## src/sv/sorted_priority_queue_macros.svh

```systemverilog
// ----------------------------------------------------------------------------
// sorted priority queue assertion macros
// shared assertion forms for the queue rtl
// ----------------------------------------------------------------------------
`ifndef SORTED_PRIORITY_QUEUE_MACROS_SVH
`define SORTED_PRIORITY_QUEUE_MACROS_SVH

// checked outside reset only
`define SPQ_ASSERT(lbl, prop, msg) \
	lbl: assert property (@(posedge clk) disable iff (!arst_n) prop) else $error(msg);

// checked on every edge, reset included
`define SPQ_ASSERT_ALWAYS(lbl, prop, msg) \
	lbl: assert property (@(posedge clk) prop) else $error(msg);

`endif

```

## src/sv/spq_pkg.sv

```systemverilog
// ----------------------------------------------------------------------------
// spq_pkg
// types and codes shared by the sorted priority queue
// ----------------------------------------------------------------------------
`timescale 1ns / 1ps

package spq_pkg;

	localparam int VALUE_W  = 32;
	localparam int PRIO_W   = 16;
	localparam int STATUS_W = 2;
	localparam int OCC_W    = 5;

	localparam logic OP_INSERT = 1'b0;
	localparam logic OP_REMOVE = 1'b1;

	typedef enum logic [STATUS_W-1:0] {
		ST_DONE      = 2'd0,
		ST_UNDERFLOW = 2'd1,
		ST_OVERFLOW  = 2'd2
	} status_t;

	typedef struct packed {
		logic signed [VALUE_W-1:0] value;
		logic        [PRIO_W-1:0]  prio;
	} entry_t;

	// broadcast from the control to every cell
	typedef struct packed {
		logic   ins;
		logic   rem;
		entry_t fresh;
	} cell_ctrl_t;

endpackage

```

## src/sv/spq_ifs.sv

```systemverilog
// ----------------------------------------------------------------------------
// spq channel interfaces
// request and response channels with valid/ready handshake
// ----------------------------------------------------------------------------
`timescale 1ns / 1ps

interface spq_req_if;
	logic                                      valid;
	logic                                      ready;
	logic                                      op;
	logic signed [spq_pkg::VALUE_W-1:0]        item_value;
	logic        [spq_pkg::PRIO_W-1:0]         item_priority;

	modport source (output valid, output op, output item_value, output item_priority,
		input ready);
	modport sink (input valid, input op, input item_value, input item_priority,
		output ready);
endinterface

interface spq_rsp_if;
	logic                                      valid;
	logic                                      ready;
	logic        [spq_pkg::STATUS_W-1:0]       status;
	logic signed [spq_pkg::VALUE_W-1:0]        removed_value;
	logic        [spq_pkg::PRIO_W-1:0]         removed_priority;
	logic        [spq_pkg::OCC_W-1:0]          occupancy;

	modport source (output valid, output status, output removed_value,
		output removed_priority, output occupancy, input ready);
	modport sink (input valid, input status, input removed_value,
		input removed_priority, input occupancy, output ready);
endinterface

```

## src/sv/spq_cell.sv

```systemverilog
// ----------------------------------------------------------------------------
// spq_cell
// one slot of the sorted array; keeps, takes the new entry or shifts
// ----------------------------------------------------------------------------
`timescale 1ns / 1ps

module spq_cell (
	input  logic                clk,
	input  spq_pkg::cell_ctrl_t ctrl,
	input  logic                occ,
	input  logic                left_holds,
	input  spq_pkg::entry_t     left_entry,
	input  spq_pkg::entry_t     right_entry,
	output spq_pkg::entry_t     entry,
	output logic                holds
);

	spq_pkg::entry_t entry_q;
	spq_pkg::entry_t entry_d;

	// held entry stays ahead of an equal or larger new priority
	assign holds = occ && (entry_q.prio <= ctrl.fresh.prio);
	assign entry = entry_q;

	always_comb begin
		entry_d = entry_q;
		if (ctrl.ins) begin
			if (holds) begin
				entry_d = entry_q;
			end else if (left_holds) begin
				entry_d = ctrl.fresh;
			end else begin
				entry_d = left_entry;
			end
		end else if (ctrl.rem) begin
			entry_d = right_entry;
		end
	end

	always_ff @(posedge clk) begin
		entry_q <= entry_d;
	end

endmodule

```

## src/sv/sorted_priority_queue.sv

```systemverilog
// ----------------------------------------------------------------------------
// sorted_priority_queue
// priority queue held as a sorted row of cells, smallest priority in front
// ----------------------------------------------------------------------------
//  channel  dir  payload
//  req      in   op, item_value, item_priority
//  rsp      out  status, removed_value, removed_priority, occupancy
//
//  one transaction per cycle unless rsp stalls: every cell decides its next
//  entry from its neighbors and the broadcast request
//  response is registered; a new request is taken while rsp is empty or taken
//  rsp stall holds req off through ready
//  reset empties the queue at once, no clearing pass
// ----------------------------------------------------------------------------
`timescale 1ns / 1ps
`include "sorted_priority_queue_macros.svh"

module sorted_priority_queue #(
	parameter int CAPACITY = 16
) (
	input  logic      clk,
	input  logic      arst_n,
	spq_req_if.sink   req,
	spq_rsp_if.source rsp
);

	localparam int CNT_W = $clog2(CAPACITY + 1);

	logic [CNT_W-1:0]    count_q;
	logic [CNT_W-1:0]    count_d;
	logic                accept;
	logic                full;
	logic                empty;
	spq_pkg::cell_ctrl_t ctrl;
	spq_pkg::entry_t     ent   [CAPACITY];
	logic                holds [CAPACITY];

	logic                                 rsp_valid_q;
	logic [spq_pkg::STATUS_W-1:0]         status_q;
	logic signed [spq_pkg::VALUE_W-1:0]   removed_value_q;
	logic [spq_pkg::PRIO_W-1:0]           removed_priority_q;
	logic [spq_pkg::OCC_W-1:0]            occupancy_q;

	assign full  = (count_q == CNT_W'(CAPACITY));
	assign empty = (count_q == '0);

	assign req.ready = !rsp_valid_q || rsp.ready;
	assign accept    = req.valid && req.ready;

	assign ctrl.ins         = accept && (req.op == spq_pkg::OP_INSERT) && !full;
	assign ctrl.rem         = accept && (req.op == spq_pkg::OP_REMOVE) && !empty;
	assign ctrl.fresh.value = req.item_value;
	assign ctrl.fresh.prio  = req.item_priority;

	always_comb begin
		count_d = count_q;
		if (ctrl.ins) begin
			count_d = count_q + CNT_W'(1);
		end else if (ctrl.rem) begin
			count_d = count_q - CNT_W'(1);
		end
	end

	genvar gi;
	generate
		for (gi = 0; gi < CAPACITY; gi++) begin : g_cell
			logic            left_holds;
			spq_pkg::entry_t left_entry;
			spq_pkg::entry_t right_entry;

			if (gi == 0) begin : g_head
				assign left_holds = 1'b1;
				assign left_entry = ctrl.fresh;
			end else begin : g_mid
				assign left_holds = holds[gi-1];
				assign left_entry = ent[gi-1];
			end

			if (gi == CAPACITY - 1) begin : g_tail
				assign right_entry = '0;
			end else begin : g_body
				assign right_entry = ent[gi+1];
			end

			spq_cell u_cell (
				.clk         (clk),
				.ctrl        (ctrl),
				.occ         (CNT_W'(gi) < count_q),
				.left_holds  (left_holds),
				.left_entry  (left_entry),
				.right_entry (right_entry),
				.entry       (ent[gi]),
				.holds       (holds[gi])
			);
		end
	endgenerate

	always_ff @(posedge clk or negedge arst_n) begin
		if (!arst_n) begin
			count_q     <= '0;
			rsp_valid_q <= 1'b0;
		end else begin
			count_q <= count_d;
			if (accept) begin
				rsp_valid_q <= 1'b1;
			end else if (rsp.ready) begin
				rsp_valid_q <= 1'b0;
			end
		end
	end

	always_ff @(posedge clk) begin
		if (accept) begin
			status_q           <= spq_pkg::ST_DONE;
			removed_value_q    <= '0;
			removed_priority_q <= '0;
			occupancy_q        <= spq_pkg::OCC_W'(count_d);
			if (req.op == spq_pkg::OP_INSERT) begin
				if (full) begin
					status_q <= spq_pkg::ST_OVERFLOW;
				end
			end else begin
				if (empty) begin
					status_q <= spq_pkg::ST_UNDERFLOW;
				end else begin
					removed_value_q    <= ent[0].value;
					removed_priority_q <= ent[0].prio;
				end
			end
		end
	end

	assign rsp.valid            = rsp_valid_q;
	assign rsp.status           = status_q;
	assign rsp.removed_value    = removed_value_q;
	assign rsp.removed_priority = removed_priority_q;
	assign rsp.occupancy        = occupancy_q;

	`SPQ_ASSERT_ALWAYS(a_count_bound, (!arst_n || count_q <= CNT_W'(CAPACITY)), "count above capacity")
	`SPQ_ASSERT(a_overflow, (accept && req.op == spq_pkg::OP_INSERT && full) |=> (rsp.valid && rsp.status == spq_pkg::ST_OVERFLOW && $stable(count_q)), "overflow not reported")
	`SPQ_ASSERT(a_remove_count, (ctrl.rem) |=> (count_q == $past(count_q) - CNT_W'(1)), "remove did not drop count")
	`SPQ_ASSERT(a_front_sorted, (count_q >= CNT_W'(2)) |-> (ent[0].prio <= ent[1].prio), "front entries out of order")

endmodule
```

## src/flat_wrapper.sv

```systemverilog
// flat-port wrapper written by rule: the top's interface ports become plain ports
module sorted_priority_queue_flat 
#(
	parameter int CAPACITY = 16
)
  (clk, arst_n, req_valid, req_op, req_item_value, req_item_priority, req_ready, rsp_valid, rsp_status, rsp_removed_value, rsp_removed_priority, rsp_occupancy, rsp_ready);
  spq_req_if req_i ();
  spq_rsp_if rsp_i ();
  input  logic clk;
  input  logic arst_n;
  input wire logic [$bits(req_i.valid)-1:0] req_valid;
  input wire logic [$bits(req_i.op)-1:0] req_op;
  input wire logic [$bits(req_i.item_value)-1:0] req_item_value;
  input wire logic [$bits(req_i.item_priority)-1:0] req_item_priority;
  output wire logic [$bits(req_i.ready)-1:0] req_ready;
  output wire logic [$bits(rsp_i.valid)-1:0] rsp_valid;
  output wire logic [$bits(rsp_i.status)-1:0] rsp_status;
  output wire logic [$bits(rsp_i.removed_value)-1:0] rsp_removed_value;
  output wire logic [$bits(rsp_i.removed_priority)-1:0] rsp_removed_priority;
  output wire logic [$bits(rsp_i.occupancy)-1:0] rsp_occupancy;
  input wire logic [$bits(rsp_i.ready)-1:0] rsp_ready;
  assign req_i.valid = req_valid;
  assign req_i.op = req_op;
  assign req_i.item_value = req_item_value;
  assign req_i.item_priority = req_item_priority;
  assign req_ready = req_i.ready;
  assign rsp_valid = rsp_i.valid;
  assign rsp_status = rsp_i.status;
  assign rsp_removed_value = rsp_i.removed_value;
  assign rsp_removed_priority = rsp_i.removed_priority;
  assign rsp_occupancy = rsp_i.occupancy;
  assign rsp_i.ready = rsp_ready;
  sorted_priority_queue #(.CAPACITY(CAPACITY)) u_core (.clk(clk), .arst_n(arst_n), .req(req_i), .rsp(rsp_i));
endmodule
```

## config.mk

```make
export PLATFORM = sky130hd
export DESIGN_NAME = sorted_priority_queue_flat
export DESIGN_NICKNAME = d
export VERILOG_FILES = /design/src/sv/spq_pkg.sv /design/src/sv/spq_ifs.sv /design/src/sv/spq_cell.sv /design/src/sv/sorted_priority_queue.sv /design/src/flat_wrapper.sv
export VERILOG_INCLUDE_DIRS = /design/src /design/src/sv
export SDC_FILE = /design/constraint.sdc
export NUM_CORES = 2
export LEC_CHECK = 0
export BUFFER_PORTS_ARGS = -buffer_cell sky130_fd_sc_hd__clkbuf_2
export CORE_UTILIZATION = 50
export DETAILED_ROUTE_END_ITERATION = 16
export PLACE_DENSITY = 0.66
export RECOVER_POWER = 25
export SYNTH_ARGS = -nofsm -noshare
export SYNTH_HDL_FRONTEND = slang
export SYNTH_SLANG_ARGS = --single-unit
export TNS_END_PERCENT = 5
```

## constraint.sdc

```tcl
create_clock -name clk -period 7.45 [get_ports clk]
set_input_delay 1.49 -clock clk [delete_from_list [all_inputs] [get_ports clk]]
set_output_delay 1.49 -clock clk [all_outputs]
set_load 0.1 [all_outputs]
```

==> metrics.md <==
| Metric | Value |
|---|---|
| Fin. Hold Viols | `0` |
| Worst-path cell chain | `clkbuf_1 -> inv_1 -> ha_1 -> nand4_1 -> or4_1 -> a21oi_1 -> o32a_2 -> a21o_2 -> nand2b_1 -> buf_4` |
| Final nets | `4,445` |
| Share of post-route cells with drive strength above 1 | `0.209` |
| Worst-Margin Slew | `3.39 ns` |
| First-pass GRT wire length | `250,000 µm` |
| Post-synth EDFFs | `823` |
| Fin crit share | `0.841` |
| Startpoint types | `input pin` |
| Detailed-routed wire length on met2 | `76,600 µm` |
| R2R cell count | `8` |
| Distinct cell type count after synthesis | `68` |
| Cell taking the most area after synthesis | `edfxtp_1` |
| Prevailing post-synth register cell | `edfxtp_1` |
| Final Critical Period | `6.27 ns` |
| Total GRT Usage | `0.339` |
| Resize count post-CTS | `0` |
| CP Max Fanout | `32` |
| Final GP Congestion | `0.926` |
| Largest net degree at the start of global routing | `195` |
| Crit path capture type | `flop` |
| PortBufs | `109` |
| Final wirelength | `171,000 µm` |
| Failing checks | `capacitance limit, slew limit` |
| FFs w/ async S/R, synth | `0.00724` |
| R2r setup slk | `1.26 ns` |
| Worst-path clk slew | `0.06 ns` |
| Crit-path leading delay family | `buffers and inverters` |
| Final design utilization | `0.549` |
| Metal3 WL | `19,300 µm` |
| WL per Instance | `31.1 µm` |
| Synth Warn # | `0` |
| Sequential element share of the synthesized area | `0.511` |
| Vias | `39,000` |
| Synth Cell Area | `48,700 µm²` |
| Leakage | `18.4 nW` |
| FMAX | `160 MHz` |
| # H-tree levels | `3` |
| Number of global-route vias before repair | `37,300` |
| Reg-to-reg endpoint | `u_core.g_cell[13].u_cell.entry[5]$_DFFE_PP_` |
| CP max stage cell | `nand2b_1` |
| Die W | `314 µm` |
| Synth area leaders | `edfxtp_1 (51%), o221a_2 (11%), ha_1 (6.7%)` |
| Synth Net Count | `4,554` |
| Max clock buf depth | `3` |
| Pre-CTS setup slack | `1.60 ns` |
| I/O pin cnt | `110` |
| Worst Skew | `0.0415 ns` |
| Skew-Pair Late Insertion Delay | `0.70 ns` |
| CTS tree | `built` |
| Via density | `7.10` |
| Critical Path RT | `7.76 ns` |
| Initial core utilization | `0.504` |
| Grt ovf | `0` |
| Cts hold-fix bufs | `0` |
| Chip height | `314 µm` |
| CP Class | `in -> reg` |
| Core area | `96,600 µm²` |
| Min setup slack post-route | `1.18 ns` |
| VDD IR-drop max | `0.192 mV` |
| Worst hold path depth | `1` |
| Hpwl dp | `104,000 µm` |
| DR pass1 iterations | `6` |
| Overall Power | `0.0155 W` |
| Top-area cell type share of the netlist area | `0.507` |
| Initial antenna violation count | `15` |
| CP bufs+invs | `3` |
| Num rows | `114` |
| Highest metal used | `met5` |
| Num CTS Buffers | `92` |
| Syn Area/Cell | `11.5 µm²` |
| HP Start | `u_core.g_cell[0].u_cell.entry[30]$_DFFE_PP_` |
| Flop and latch count out of synthesis | `829` |
| RSZ-0062 raised after global routing | `no` |
| Setup_tns | `0 ns` |
| Crit path largest cell delay | `1.18 ns` |
| DR DRC count | `0` |
| Post-Synthesis Cells | `4,242` |
| Crit path DAT | `6.58 ns` |
| # setup viols final | `0` |
| DIE AREA | `98,700 µm²` |
| Type of the worst min-delay path | `reg -> reg` |
| Count of pins over their slew limit | `519` |
| Metal-1 WL | `68,100 µm` |
| Drt first-iter violations | `5,217` |
| Hold Path End | `u_core.rsp.removed_value[14]$_SDFFCE_PP0P_` |
| Pwr dens | `292 nW/µm²` |
| Status | `complete, but fails checks` |
| Relative slew slack | `-1.26` |
| P&R area growth vs syn | `8.88%` |
| Root buf cell | `clkbuf_16` |
| Post-route ant nets | `0` |
| FF-to-FF Start | `u_core.count_q[1]$_DFF_PN0_` |
| Max cap viols | `10` |
| Clk sinks | `829` |
| Postcts setup bufs | `0` |
==> per-stage QoR <==
| stage | cells | hold slack [ns] | instance area (µm²) |
|---|---|---|---|
| after floorplan | 4242 | 0.523 | 48700 |
| after global routing | 5490 | 0.576 | 53000 |
| after detailed placement | 5315 | 0.540 | 50200 |
| after global placement | 5315 | 0.540 | 50200 |
| after CTS | 5480 | 0.554 | 53100 |
| final | 5490 | 0.552 | 53000 |
==> placed cells by master, fill, tap and decap left out, types with 8 or more instances in the layout <==
cell,n
a211oi_1,152
a21o_1,15
a21oi_1,150
a311oi_1,48
a31oi_1,50
and2_0,36
and2_1,15
buf_4,86
bufinv_16,9
clkbuf_1,82
clkbuf_16,93
clkbuf_2,53
clkinv_1,22
clkinv_2,17
diode_2,10
edfxtp_1,823
ha_1,259
inv_1,125
mux2_2,48
nand2_1,259
nand2_2,9
nand2b_1,337
nand3_1,60
nand4_1,52
nor2_1,219
nor2b_1,20
o211a_1,52
o211ai_1,70
o21a_1,8
o21ai_0,171
o21ai_1,13
o221a_1,22
o221a_2,456
o22ai_1,47
o32ai_1,97
or2_2,52
or3_1,49
or4_1,8
==> worst register-to-register path, stage by stage (launching register included) <==
cell       delay [ns]
dfrtp_1          0.60
inv_1            0.16
ha_1             0.28
nand4bb_1        0.29
and4b_1          1.46
clkbuf_1         0.96
and2_0           0.34
a211o_1          1.24
buf_4            0.49
==> sequential cells by signal (all words and copies together) (netlist names) <==
name                         flops
u_core.g_cell.u_cell.entry     768
u_core.rsp.removed_value        32
u_core.rsp.removed_priority     16
u_core.count_q                   5
u_core.rsp.occupancy             5
u_core.rsp.status                2
u_core.rsp.valid                 1
==> report_power, final <==
group	switching, W	total (W)	internal, W
sequential	0.000559	0.00673	0.00617
combinational	0.00271	0.00417	0.00146
clock	0.00201	0.00462	0.00260
total	0.00528	0.0155	0.0102
==> metal layers <==
| layer | vias up | GRT usage |
|---|---|---|
| li1 | 16700 | - |
| met1 | 19400 | 0.459 |
| met2 | 2501 | 0.517 |
| met3 | 388 | 0.0829 |
| met4 | 4 | 0.147 |
| met5 | - | 0.00967 |
==> synth_stat cells, types with 63 or more instances <==
master,n
buf_2,116
nor2_1,221
nand2_1,269
o21ai_0,173
o211ai_1,70
a211oi_1,152
clkbuf_1,260
o32ai_1,97
inv_1,125
nand2b_1,337
ha_1,259
edfxtp_1,823
a21oi_1,152
o221a_2,456
nand3_1,63
==> area by class of cell <==
| cell class | instances | area (µm²) |
|---|---|---|
| diodes | 10 | 25.0 |
| clock buffers | 111 | 2390 |
| clock inverters | 54 | 551 |
| fillers | 8168 | 43500 |
| inverters | 126 | 473 |
| multi-input cells | 2875 | 21900 |
| flip-flops and latches | 829 | 24900 |
| well taps | 1276 | 1600 |
| repair buffers | 209 | 1270 |
==> worst max path at each step <==
stage                               startpoint                                           to  slack, ns  cells after the start
after CTS                 req_item_priority[9]  u_core.g_cell[4].u_cell.entry[44]$_DFFE_PP_       2.30                     11
after floorplan                      rsp_ready  u_core.g_cell[11].u_cell.entry[0]$_DFFE_PP_       1.24                      4
after global routing      req_item_priority[9]  u_core.g_cell[6].u_cell.entry[14]$_DFFE_PP_       1.10                     10
after global placement    req_item_priority[9]  u_core.g_cell[4].u_cell.entry[46]$_DFFE_PP_       1.62                     11
after detailed placement  req_item_priority[9]  u_core.g_cell[4].u_cell.entry[46]$_DFFE_PP_       1.60                     11
final                     req_item_priority[9]  u_core.g_cell[6].u_cell.entry[12]$_DFFE_PP_       1.18                     10
==> logic make-up after synthesis <==
family | after synthesis | share of synthesized area
flip-flops | 829 | 0.511
AND/OR/NAND/NOR | 1158 | 0.123
XOR/XNOR | 3 | 0.000540
adder cells (fa/ha/maj) | 259 | 0.0665
multiplexers | 48 | 0.0111
buffers and inverters | 538 | 0.0466
AO/OA/AOI/OAI | 1407 | 0.242
Power figures use the tool's default switching activity.
